==> config.mk <==
export PLATFORM = sky130hd
export DESIGN_NAME = utf8_line_width_measure
export DESIGN_NICKNAME = d
export VERILOG_FILES = /design/src/hw/rtl/ulw_pkg.sv /design/src/hw/rtl/ulw_font_metrics.sv /design/src/hw/rtl/ulw_utf8_decode.sv /design/src/hw/rtl/utf8_line_width_measure.sv
export SDC_FILE = /design/constraint.sdc
export NUM_CORES = 2
export LEC_CHECK = 0
export BUFFER_PORTS_ARGS = -buffer_cell sky130_fd_sc_hd__buf_2
export CAP_MARGIN = 15
export CORE_ASPECT_RATIO = 1.75
export CORE_MARGIN = 2
export CORE_UTILIZATION = 60
export CTS_BUF_LIST = sky130_fd_sc_hd__clkbuf_2
export CTS_CLUSTER_SIZE = 10
export DETAILED_ROUTE_END_ITERATION = 10
export PLACE_DENSITY = 0.77
export SYNTH_ARGS = -nofsm -noshare
export SYNTH_HDL_FRONTEND = slang
export SYNTH_SLANG_ARGS = --single-unit
export TNS_END_PERCENT = 10
==> constraint.sdc <==
create_clock -name clock -period 13 [get_ports clock]
set_input_delay 3.25 -clock clock [delete_from_list [all_inputs] [get_ports clock]]
set_output_delay 3.25 -clock clock [all_outputs]
set_load 0.02 [all_outputs]
==> src/hw/rtl/ulw_pkg.sv <==
`timescale 1ns / 1ps
// ----------------------------------------------------------------------------
// ulw_pkg
// Types and reset constants shared by the UTF-8 line width meter.
// ----------------------------------------------------------------------------
package ulw_pkg;

   // Font metrics after reset, worked out at elaboration.
   localparam int unsigned RESET_FONT_SIZE = 16;
   localparam int unsigned RESET_NARROW    = (RESET_FONT_SIZE * 62 + 99) / 100;
   localparam int unsigned RESET_ASCENT    = (RESET_FONT_SIZE * 4 + 4) / 5;
   localparam int unsigned RESET_DESC_RAW  = RESET_FONT_SIZE - RESET_ASCENT;
   localparam int unsigned RESET_DESCENT   = (RESET_DESC_RAW < 1) ? 1 : RESET_DESC_RAW;
   localparam int unsigned RESET_BLEND     = (RESET_NARROW * 3 + RESET_FONT_SIZE * 2 + 4) / 5;
   localparam int unsigned RESET_OTHER     = (RESET_BLEND > RESET_NARROW) ?
                                             RESET_BLEND : RESET_NARROW;
   localparam int unsigned RESET_LINE_HT   = RESET_ASCENT + RESET_DESCENT;

   // Advances and vertical metrics derived from the font size.
   typedef struct packed {
      logic [15:0] narrow;
      logic [18:0] tab;
      logic [15:0] wide;
      logic [15:0] other;
      logic [15:0] ascent;
      logic [15:0] descent;
      logic [16:0] line_height;
   } font_metrics_type;

   // Stream state carried from one byte to the next.
   typedef struct packed {
      logic [31:0] width;
      logic [20:0] partial;
      logic [1:0]  seq_len;
      logic [1:0]  held;
      logic        finished;
   } stream_state_type;

   // One finished line as shown on the result channel.
   typedef struct packed {
      logic [31:0] line_width;
      logic [15:0] ascent;
      logic [15:0] descent;
      logic [16:0] line_height;
   } result_type;

endpackage

==> src/hw/rtl/ulw_font_metrics.sv <==
`timescale 1ns / 1ps
// ----------------------------------------------------------------------------
// ulw_font_metrics
// Font size register and a short pipeline that derives the advances and the
// vertical metrics from it.
// ----------------------------------------------------------------------------
module ulw_font_metrics (
   input  logic                      clock,
   input  logic                      reset,
   input  logic                      csr_write_enable,
   input  logic [15:0]               csr_write_data,
   output ulw_pkg::font_metrics_type metrics,
   output logic                      busy
);

   // Reciprocals for exact division by 100 and by 5 over the operand ranges.
   localparam logic [22:0] RECIP_100 = 23'd5368710;   // ceil(2^29 / 100)
   localparam logic [18:0] RECIP_5   = 19'd419431;    // ceil(2^21 / 5)
   localparam logic [1:0]  SETTLE_CYCLES = 2'd3;

   logic [15:0] font_ff,        font_in;
   logic [15:0] narrow_ff,      narrow_in;
   logic [15:0] ascent_ff,      ascent_in;
   logic [15:0] other_ff,       other_in;
   logic [15:0] descent_ff,     descent_in;
   logic [16:0] line_height_ff, line_height_in;
   logic [1:0]  busy_ff,        busy_in;

   logic [21:0] narrow_num;
   logic [44:0] narrow_prod;
   logic [18:0] ascent_num;
   logic [37:0] ascent_prod;
   logic [17:0] blend_num;
   logic [36:0] blend_prod;
   logic [15:0] blend;
   logic [15:0] desc_raw;

   always_comb begin
      font_in = csr_write_enable ? csr_write_data : font_ff;

      // First stage: narrow advance and ascent.
      narrow_num  = {font_ff, 6'b0} - {5'b0, font_ff, 1'b0} + 22'd99;
      narrow_prod = {23'b0, narrow_num} * {22'b0, RECIP_100};
      narrow_in   = narrow_prod[44:29];
      ascent_num  = {1'b0, font_ff, 2'b0} + 19'd4;
      ascent_prod = {19'b0, ascent_num} * {19'b0, RECIP_5};
      ascent_in   = ascent_prod[36:21];

      // Second stage: blended advance and descent.
      blend_num  = {2'b0, narrow_ff} + {1'b0, narrow_ff, 1'b0}
                 + {1'b0, font_ff, 1'b0} + 18'd4;
      blend_prod = {19'b0, blend_num} * {18'b0, RECIP_5};
      blend      = blend_prod[36:21];
      other_in   = (blend > narrow_ff) ? blend : narrow_ff;
      desc_raw   = font_ff - ascent_ff;
      if (font_ff == 16'd0) begin
         descent_in = 16'd0;
      end else if (desc_raw == 16'd0) begin
         descent_in = 16'd1;
      end else begin
         descent_in = desc_raw;
      end

      // Third stage: line height.
      line_height_in = (font_ff == 16'd0) ? 17'd0 : ({1'b0, ascent_ff} + {1'b0, descent_ff});

      if (csr_write_enable) begin
         busy_in = SETTLE_CYCLES;
      end else if (busy_ff != 2'd0) begin
         busy_in = busy_ff - 2'd1;
      end else begin
         busy_in = 2'd0;
      end
   end

   always_ff @(posedge clock) begin
      if (reset) begin
         font_ff        <= 16'(ulw_pkg::RESET_FONT_SIZE);
         narrow_ff      <= 16'(ulw_pkg::RESET_NARROW);
         ascent_ff      <= 16'(ulw_pkg::RESET_ASCENT);
         other_ff       <= 16'(ulw_pkg::RESET_OTHER);
         descent_ff     <= 16'(ulw_pkg::RESET_DESCENT);
         line_height_ff <= 17'(ulw_pkg::RESET_LINE_HT);
         busy_ff        <= 2'd0;
      end else begin
         font_ff        <= font_in;
         narrow_ff      <= narrow_in;
         ascent_ff      <= ascent_in;
         other_ff       <= other_in;
         descent_ff     <= descent_in;
         line_height_ff <= line_height_in;
         busy_ff        <= busy_in;
      end
   end

   always_comb begin
      metrics.narrow      = narrow_ff;
      metrics.tab         = {narrow_ff, 3'b0};
      metrics.wide        = font_ff;
      metrics.other       = other_ff;
      metrics.ascent      = ascent_ff;
      metrics.descent     = descent_ff;
      metrics.line_height = line_height_ff;
      busy                = (busy_ff != 2'd0);
   end

endmodule

==> src/hw/rtl/ulw_utf8_decode.sv <==
`timescale 1ns / 1ps
// ----------------------------------------------------------------------------
// ulw_utf8_decode
// Decodes one byte against the open sequence, counts replacement characters,
// picks the advance of a finished code point and adds it all to the width.
// ----------------------------------------------------------------------------
module ulw_utf8_decode (
   input  ulw_pkg::stream_state_type cur,
   input  logic [7:0]                byte_value,
   input  logic                      last,
   input  ulw_pkg::font_metrics_type metrics,
   output ulw_pkg::stream_state_type nxt,
   output logic [31:0]               width_total
);

   localparam logic [20:0] CP_TAB        = 21'h00009;
   localparam logic [20:0] CP_LF         = 21'h0000A;
   localparam logic [20:0] CP_SPACE      = 21'h00020;
   localparam logic [20:0] CP_TILDE      = 21'h0007E;
   localparam logic [20:0] CP_BOM        = 21'h0FEFF;
   localparam logic [20:0] CP_MIN_2BYTE  = 21'h00080;
   localparam logic [20:0] CP_MIN_3BYTE  = 21'h00800;
   localparam logic [20:0] CP_MIN_4BYTE  = 21'h10000;
   localparam logic [20:0] CP_MAX        = 21'h10FFFF;
   localparam logic [20:0] CP_SURR_LO    = 21'h0D800;
   localparam logic [20:0] CP_SURR_HI    = 21'h0DFFF;
   localparam logic [20:0] JAMO_LO       = 21'h01100;
   localparam logic [20:0] JAMO_HI       = 21'h0115F;
   localparam logic [20:0] CJK_LO        = 21'h02E80;
   localparam logic [20:0] CJK_HI        = 21'h09FFF;
   localparam logic [20:0] HANGUL_LO     = 21'h0AC00;
   localparam logic [20:0] HANGUL_HI     = 21'h0D7A3;
   localparam logic [20:0] FULLWIDTH_LO  = 21'h0FF00;
   localparam logic [20:0] FULLWIDTH_HI  = 21'h0FFEF;

   logic [20:0] partial_next;
   logic [20:0] cp;
   logic        take_cp;
   logic        bad;
   logic [2:0]  repl_count;
   logic [18:0] repl_adv;
   logic [18:0] cp_adv;
   logic        is_wide;
   logic [33:0] sum;

   always_comb begin
      nxt          = cur;
      repl_count   = 3'd0;
      take_cp      = 1'b0;
      cp           = 21'd0;
      bad          = 1'b0;
      partial_next = {cur.partial[14:0], byte_value[5:0]};

      if (!cur.finished) begin
         if ((cur.seq_len != 2'd0) && (byte_value[7:6] == 2'b10)) begin
            if (cur.held < cur.seq_len) begin
               nxt.partial = partial_next;
               nxt.held    = cur.held + 2'd1;
            end else begin
               case (cur.seq_len)
                  2'd1:    bad = (partial_next < CP_MIN_2BYTE);
                  2'd2:    bad = (partial_next < CP_MIN_3BYTE)
                              || ((partial_next >= CP_SURR_LO) && (partial_next <= CP_SURR_HI));
                  default: bad = (partial_next < CP_MIN_4BYTE) || (partial_next > CP_MAX);
               endcase
               nxt.seq_len = 2'd0;
               nxt.held    = 2'd0;
               nxt.partial = 21'd0;
               if (bad) begin
                  // Every byte of the failed sequence, this one included.
                  repl_count = {1'b0, cur.held} + 3'd1;
               end else begin
                  take_cp = 1'b1;
                  cp      = partial_next;
               end
            end
         end else begin
            // A sequence broken by a non-continuation byte is flushed first.
            repl_count  = (cur.seq_len != 2'd0) ? {1'b0, cur.held} : 3'd0;
            nxt.seq_len = 2'd0;
            nxt.held    = 2'd0;
            nxt.partial = 21'd0;
            if (!byte_value[7]) begin
               take_cp = 1'b1;
               cp      = {13'd0, byte_value};
            end else if (byte_value[7:5] == 3'b110) begin
               nxt.seq_len = 2'd1;
               nxt.held    = 2'd1;
               nxt.partial = {16'd0, byte_value[4:0]};
            end else if (byte_value[7:4] == 4'b1110) begin
               nxt.seq_len = 2'd2;
               nxt.held    = 2'd1;
               nxt.partial = {17'd0, byte_value[3:0]};
            end else if (byte_value[7:3] == 5'b11110) begin
               nxt.seq_len = 2'd3;
               nxt.held    = 2'd1;
               nxt.partial = {18'd0, byte_value[2:0]};
            end else begin
               repl_count = repl_count + 3'd1;
            end
         end
      end

      // A sequence left open by the final byte is flushed as well.
      if (last && (nxt.seq_len != 2'd0)) begin
         repl_count = repl_count + {1'b0, nxt.held};
      end

      is_wide = ((cp >= JAMO_LO) && (cp <= JAMO_HI))
             || ((cp >= CJK_LO) && (cp <= CJK_HI))
             || ((cp >= HANGUL_LO) && (cp <= HANGUL_HI))
             || ((cp >= FULLWIDTH_LO) && (cp <= FULLWIDTH_HI));

      cp_adv = 19'd0;
      if (take_cp) begin
         if (cp == CP_LF) begin
            nxt.finished = 1'b1;
         end else if (cp == CP_TAB) begin
            cp_adv = metrics.tab;
         end else if ((cp < CP_SPACE) || (cp == CP_BOM)) begin
            cp_adv = 19'd0;
         end else if (cp <= CP_TILDE) begin
            cp_adv = {3'b0, metrics.narrow};
         end else if (is_wide) begin
            cp_adv = {3'b0, metrics.wide};
         end else begin
            cp_adv = {3'b0, metrics.other};
         end
      end

      // The replacement character takes the blended advance.
      case (repl_count)
         3'd1:    repl_adv = {3'b0, metrics.other};
         3'd2:    repl_adv = {2'b0, metrics.other, 1'b0};
         3'd3:    repl_adv = {2'b0, metrics.other, 1'b0} + {3'b0, metrics.other};
         3'd4:    repl_adv = {1'b0, metrics.other, 2'b0};
         default: repl_adv = 19'd0;
      endcase

      sum         = {2'b0, cur.width} + {15'b0, repl_adv} + {15'b0, cp_adv};
      width_total = (sum[33:32] != 2'b00) ? 32'hFFFF_FFFF : sum[31:0];
      nxt.width   = width_total;

      if (last) begin
         nxt = '0;
      end
   end

endmodule

==> src/hw/rtl/utf8_line_width_measure.sv <==
`timescale 1ns / 1ps
// ----------------------------------------------------------------------------
// utf8_line_width_measure
// Streaming width meter for one line of UTF-8 text with replacement of
// malformed sequences, reporting width and vertical font metrics.
// ----------------------------------------------------------------------------
// Throughput: one byte per cycle unless stalled; decode and width add are combinational.
// The last byte is registered, then its result is registered and raises rsp_valid.
// A write to font_size stalls input in its own cycle and while the metrics settle.
// A second result register takes one more line while the output is stalled.
// Synchronous reset clears the stream state and restores a font size of 16.
module utf8_line_width_measure (
   input  logic        clock,
   input  logic        reset,
   input  logic        csr_write_enable,
   input  logic [15:0] csr_write_data,
   input  logic        req_valid,
   output logic        req_stall,
   input  logic [7:0]  req_byte_value,
   input  logic        req_last,
   output logic        rsp_valid,
   input  logic        rsp_stall,
   output logic [31:0] rsp_line_width,
   output logic [15:0] rsp_ascent,
   output logic [15:0] rsp_descent,
   output logic [16:0] rsp_line_height
);

   ulw_pkg::font_metrics_type metrics;
   ulw_pkg::stream_state_type state_ff, state_in, state_next;
   ulw_pkg::result_type       new_result;
   ulw_pkg::result_type       result_ff;
   ulw_pkg::result_type       skid_ff;
   logic        metrics_busy;

   logic        in_valid_ff, in_valid_in;
   logic [7:0]  in_byte_ff;
   logic        in_last_ff;
   logic        rsp_valid_ff, rsp_valid_in;
   logic        skid_valid_ff, skid_valid_in;

   logic        hold_last;
   logic        advance;
   logic        accept;
   logic        out_load;
   logic        out_free;
   logic [31:0] width_total;

   ulw_font_metrics u_metrics (
      .clock            (clock),
      .reset            (reset),
      .csr_write_enable (csr_write_enable),
      .csr_write_data   (csr_write_data),
      .metrics          (metrics),
      .busy             (metrics_busy)
   );

   ulw_utf8_decode u_decode (
      .cur         (state_ff),
      .byte_value  (in_byte_ff),
      .last        (in_last_ff),
      .metrics     (metrics),
      .nxt         (state_next),
      .width_total (width_total)
   );

   always_comb begin
      // A final byte waits in the input register only while both result registers are full.
      hold_last     = in_valid_ff & in_last_ff & skid_valid_ff;
      advance       = in_valid_ff & ~hold_last;
      req_stall     = metrics_busy | csr_write_enable | hold_last;
      accept        = req_valid & ~req_stall;
      in_valid_in   = accept | hold_last;
      out_load      = advance & in_last_ff;
      out_free      = ~rsp_valid_ff | ~rsp_stall;
      rsp_valid_in  = out_free ? (skid_valid_ff | out_load) : 1'b1;
      skid_valid_in = ~out_free & (skid_valid_ff | out_load);
      state_in      = advance ? state_next : state_ff;

      new_result.line_width  = width_total;
      new_result.ascent      = metrics.ascent;
      new_result.descent     = metrics.descent;
      new_result.line_height = metrics.line_height;
   end

   always_ff @(posedge clock) begin
      if (reset) begin
         in_valid_ff   <= 1'b0;
         rsp_valid_ff  <= 1'b0;
         skid_valid_ff <= 1'b0;
         state_ff      <= '0;
      end else begin
         in_valid_ff   <= in_valid_in;
         rsp_valid_ff  <= rsp_valid_in;
         skid_valid_ff <= skid_valid_in;
         state_ff      <= state_in;
      end
   end

   always_ff @(posedge clock) begin
      if (accept) begin
         in_byte_ff <= req_byte_value;
         in_last_ff <= req_last;
      end
      if (out_free) begin
         if (skid_valid_ff) begin
            result_ff <= skid_ff;
         end else if (out_load) begin
            result_ff <= new_result;
         end
      end
      if (!out_free && out_load) begin
         skid_ff <= new_result;
      end
   end

   assign rsp_valid       = rsp_valid_ff;
   assign rsp_line_width  = result_ff.line_width;
   assign rsp_ascent      = result_ff.ascent;
   assign rsp_descent     = result_ff.descent;
   assign rsp_line_height = result_ff.line_height;

endmodule

==> impl_metrics.ini <==
[setup_path]
r2r_cells = 43
endpoint = u_metrics.other_ff[11]$_SDFF_PP0_
path_max_fanout = 16
critical-path-max-stage-delay_ns = 0.65
path_common_cell = fa_1
r2r-start = u_metrics.font_ff[3]$_SDFFE_PP0P_
rrSetupSlack_ns = 0.82
path_class = flip-flop to flip-flop
setup.worst_path.start_class = flip-flop
cp-end-kind = flip-flop
reg2reg_to = u_metrics.other_ff[11]$_SDFF_PP0_
cp_slowest_cell = fa_1
crit_start = u_metrics.font_ff[3]$_SDFFE_PP0P_
arrival_ns = 13.09
required_ns = 13.91

[floorplan]
core_um2 = 63200
fp-row-count = 122
io_pins = 113
die_area_um2 = 66100
fp.dieW_um = 195
initial_utilization_pct = 60.7
die-height_um = 339

[sta]
finalCritPeriodShare_pct = 93.7
max_slew_margin_pct = 20.3
final_max_slew_viol_count = 0
finClkSkew_ns = 0.0897
max_freq_mhz = 82.1
setup_viol = 0
rsz0062_at_grt = false
period_needed_ns = 12.18
finalHoldViolCount = 0
setup_tns_ns = 0
worst_pin_slew_ns = 1.19

[placed_design]
dp_hpwl_um = 81200
finalWeightedCongestion = 1.02
portBuffers = 112

[cells_and_area]
area_growth_pct = 5.78
num-nets-final = 5090
drive_above_1_share_pct = 9.10

[global_route]
grt_usage_pct = 30.2
grt_pass1_wl_um = 156000
grt_pass1_vias = 30465
antenna_found_initial = 1
grt-ovfl-total = 0
grt_max_degree = 82

[cts]
clk_pin_slew_worst_paths_ns = 0.13
root_buffer = clkbuf_2
postCtsHoldBufs = 0
cts_tree = yes
cts.sink_count = 325
cts-htree-levels = 3
numCtsBuffers = 68
cts_buffer_depth = 3
clock_latency_ns = 1.04
post_cts_buffers = 0
cts_resized = 0

[yosys]
synthesis.area_um2 = 38400
yosysWarnings = 0
syn_nets = 4949
post_synth_inst_count = 3828
yosysSeqAreaShare_pct = 21.4
synth-seq-cells = 325
ys.flop_type = edfxtp_1
synth_edf_count = 171
syn_area_per_cell_um2 = 10.0
async_reset_ff_share_pct = 0
synth_cell_types = 88

[drt]
routedWlPerCell_um = 20.1
firstDrtPassIters = 7
drt_iter0_drc = 1481
vias = 28267
drtAntennaViolNets = 0
drc = 0
drt-vias-per-instance = 5.85
routed_wl_um = 97100

[worst_hold_path]
hold_path.class = flip-flop to flip-flop

[outcome]
outcome = completed

[run]
cap_violations = 0
## how the worst min path moves through the flow
stage / start / end / slack [ns] / cells past startpoint
4_1_cts: u_metrics.line_height_ff[4]$_SDFF_PP1_ / skid_ff[4]$_DFFE_PP_ / 0.45 / 0
6_report: u_metrics.line_height_ff[4]$_SDFF_PP1_ / skid_ff[4]$_DFFE_PP_ / 0.44 / 0
5_1_grt: u_metrics.line_height_ff[3]$_SDFF_PP0_ / skid_ff[3]$_DFFE_PP_ / 0.46 / 0
3_3_place_gp: u_metrics.line_height_ff[5]$_SDFF_PP0_ / skid_ff[5]$_DFFE_PP_ / 0.41 / 0
2_1_floorplan: u_metrics.line_height_ff[0]$_SDFF_PP0_ / skid_ff[0]$_DFFE_PP_ / 0.40 / 0
3_5_place_dp: u_metrics.line_height_ff[3]$_SDFF_PP0_ / skid_ff[3]$_DFFE_PP_ / 0.42 / 0
## cells by family (layout without fill, tap and decap cells)
group | count (synthesis) | after routing | synth area share, %
AO/OA/AOI/OAI | 652 | 652 | 11.5
XOR/XNOR | 184 | 184 | 4.20
adder cells (fa/ha/maj) | 1091 | 1091 | 43.7
buffers and inverters | 781 | 976 | 7.72
flip-flops | 325 | 325 | 21.4
multiplexers | 89 | 89 | 2.53
other | 0 | 1 | 0
AND/OR/NAND/NOR | 706 | 706 | 8.97
## flip-flops by register name, summed over array words and instances (netlist names), 2 cells and up
register,flops
u_metrics.other_ff,16
skid_ff,81
u_metrics.font_ff,16
in_byte_ff,8
u_metrics.narrow_ff,16
rsp_line_height,17
u_metrics.line_height_ff,17
u_metrics.busy_ff,2
rsp_descent,16
u_metrics.ascent_ff,16
rsp_ascent,16
state_ff,52
rsp_line_width,32
u_metrics.descent_ff,16
## critical path: cells and delay by family (launching register included)
family	cells	cell delay, ns
buf+inv	6	0.43
flops	1	0.58
xor+xnor	1	0.24
compound gates	18	4.69
simple gates	7	1.04
fa+ha+maj	11	5.09
## metal layers
metal	track usage [%]	wire, um	vias up
li1	-	-	13350
met1	30.7	33700	13645
met2	55.6	50800	856
met3	4.02	4160	416
met4	23.3	8440	0
met5	0	0	-
## cell usage after synthesis, types with 11 or more instances
library cell | count | area share, %
a22oi_1 | 49 | 0.96
or3_1 | 14 | 0.23
or2_2 | 12 | 0.20
nand3_1 | 74 | 0.97
nor2_1 | 210 | 2.1
nand4_1 | 27 | 0.44
and2_1 | 24 | 0.39
o211ai_1 | 20 | 0.39
mux2i_1 | 25 | 0.65
o21ai_0 | 121 | 1.6
nor2b_1 | 24 | 0.39
buf_2 | 11 | 0.14
o21a_1 | 28 | 0.55
mux2_2 | 64 | 1.9
nand2_1 | 167 | 1.6
o211ai_2 | 13 | 0.42
nor4_1 | 16 | 0.26
dfxtp_1 | 154 | 8.0
a211oi_1 | 15 | 0.29
o21bai_1 | 19 | 0.37
xnor2_1 | 123 | 2.8
a31oi_1 | 18 | 0.29
a21oi_1 | 162 | 2.1
fa_1 | 415 | 22
nor3_1 | 48 | 0.63
a22o_1 | 31 | 0.71
a21o_1 | 59 | 1.2
xor2_1 | 61 | 1.4
ha_1 | 676 | 22
and3_1 | 25 | 0.41
nand2b_1 | 19 | 0.31
clkbuf_1 | 53 | 0.52
edfxtp_1 | 171 | 13
inv_1 | 705 | 6.9
## through the flow
| stage | utilization [%] | std cells | setup WS, ns | hold WS (ns) | instance area, um2 |
|---|---|---|---|---|---|
| after floorplan | - | 3828 | 2.03 | 0.404 | 38400 |
| after global placement | 63.2 | 4705 | 1.02 | 0.410 | 39900 |
| after detailed placement | 63.2 | 4705 | 0.890 | 0.420 | 39900 |
| after CTS | 64.2 | 4829 | 0.837 | 0.447 | 40600 |
| after global routing | 64.2 | 4830 | 0.0234 | 0.458 | 40600 |
| final | 64.2 | 4830 | 0.817 | 0.443 | 40600 |
## cell type report
cell class	instances	area (um2)
inverter	706	2650
multi-input combinational	2722	27200
sequential	325	8220
timing repair buffer	146	816
fill	5233	22600
tap	806	1010
clock buffer	91	455
clock inverter	33	226
antenna	1	2.50
## layout by cell type, fill, tap and decap left out, types with 20 or more instances in the layout
cell	count
o211ai_1	20
xnor2_1	123
a21o_1	59
nor2_1	208
o21ai_0	121
inv_1	705
mux2_2	64
nor3_1	47
fa_1	415
ha_1	676
nand2_1	167
dfxtp_1	153
buf_2	112
xor2_1	61
a21oi_1	161
edfxtp_1	171
a22o_1	31
clkbuf_2	91
a22oi_1	49
buf_4	34
nor2b_1	24
and3_1	25
mux2i_1	25
and2_1	24
o21a_1	28
nand4_1	27
nand3_1	74
Power is not shown: default switching activity piles up to over one toggle a cycle in this logic, so the estimate is an artifact.
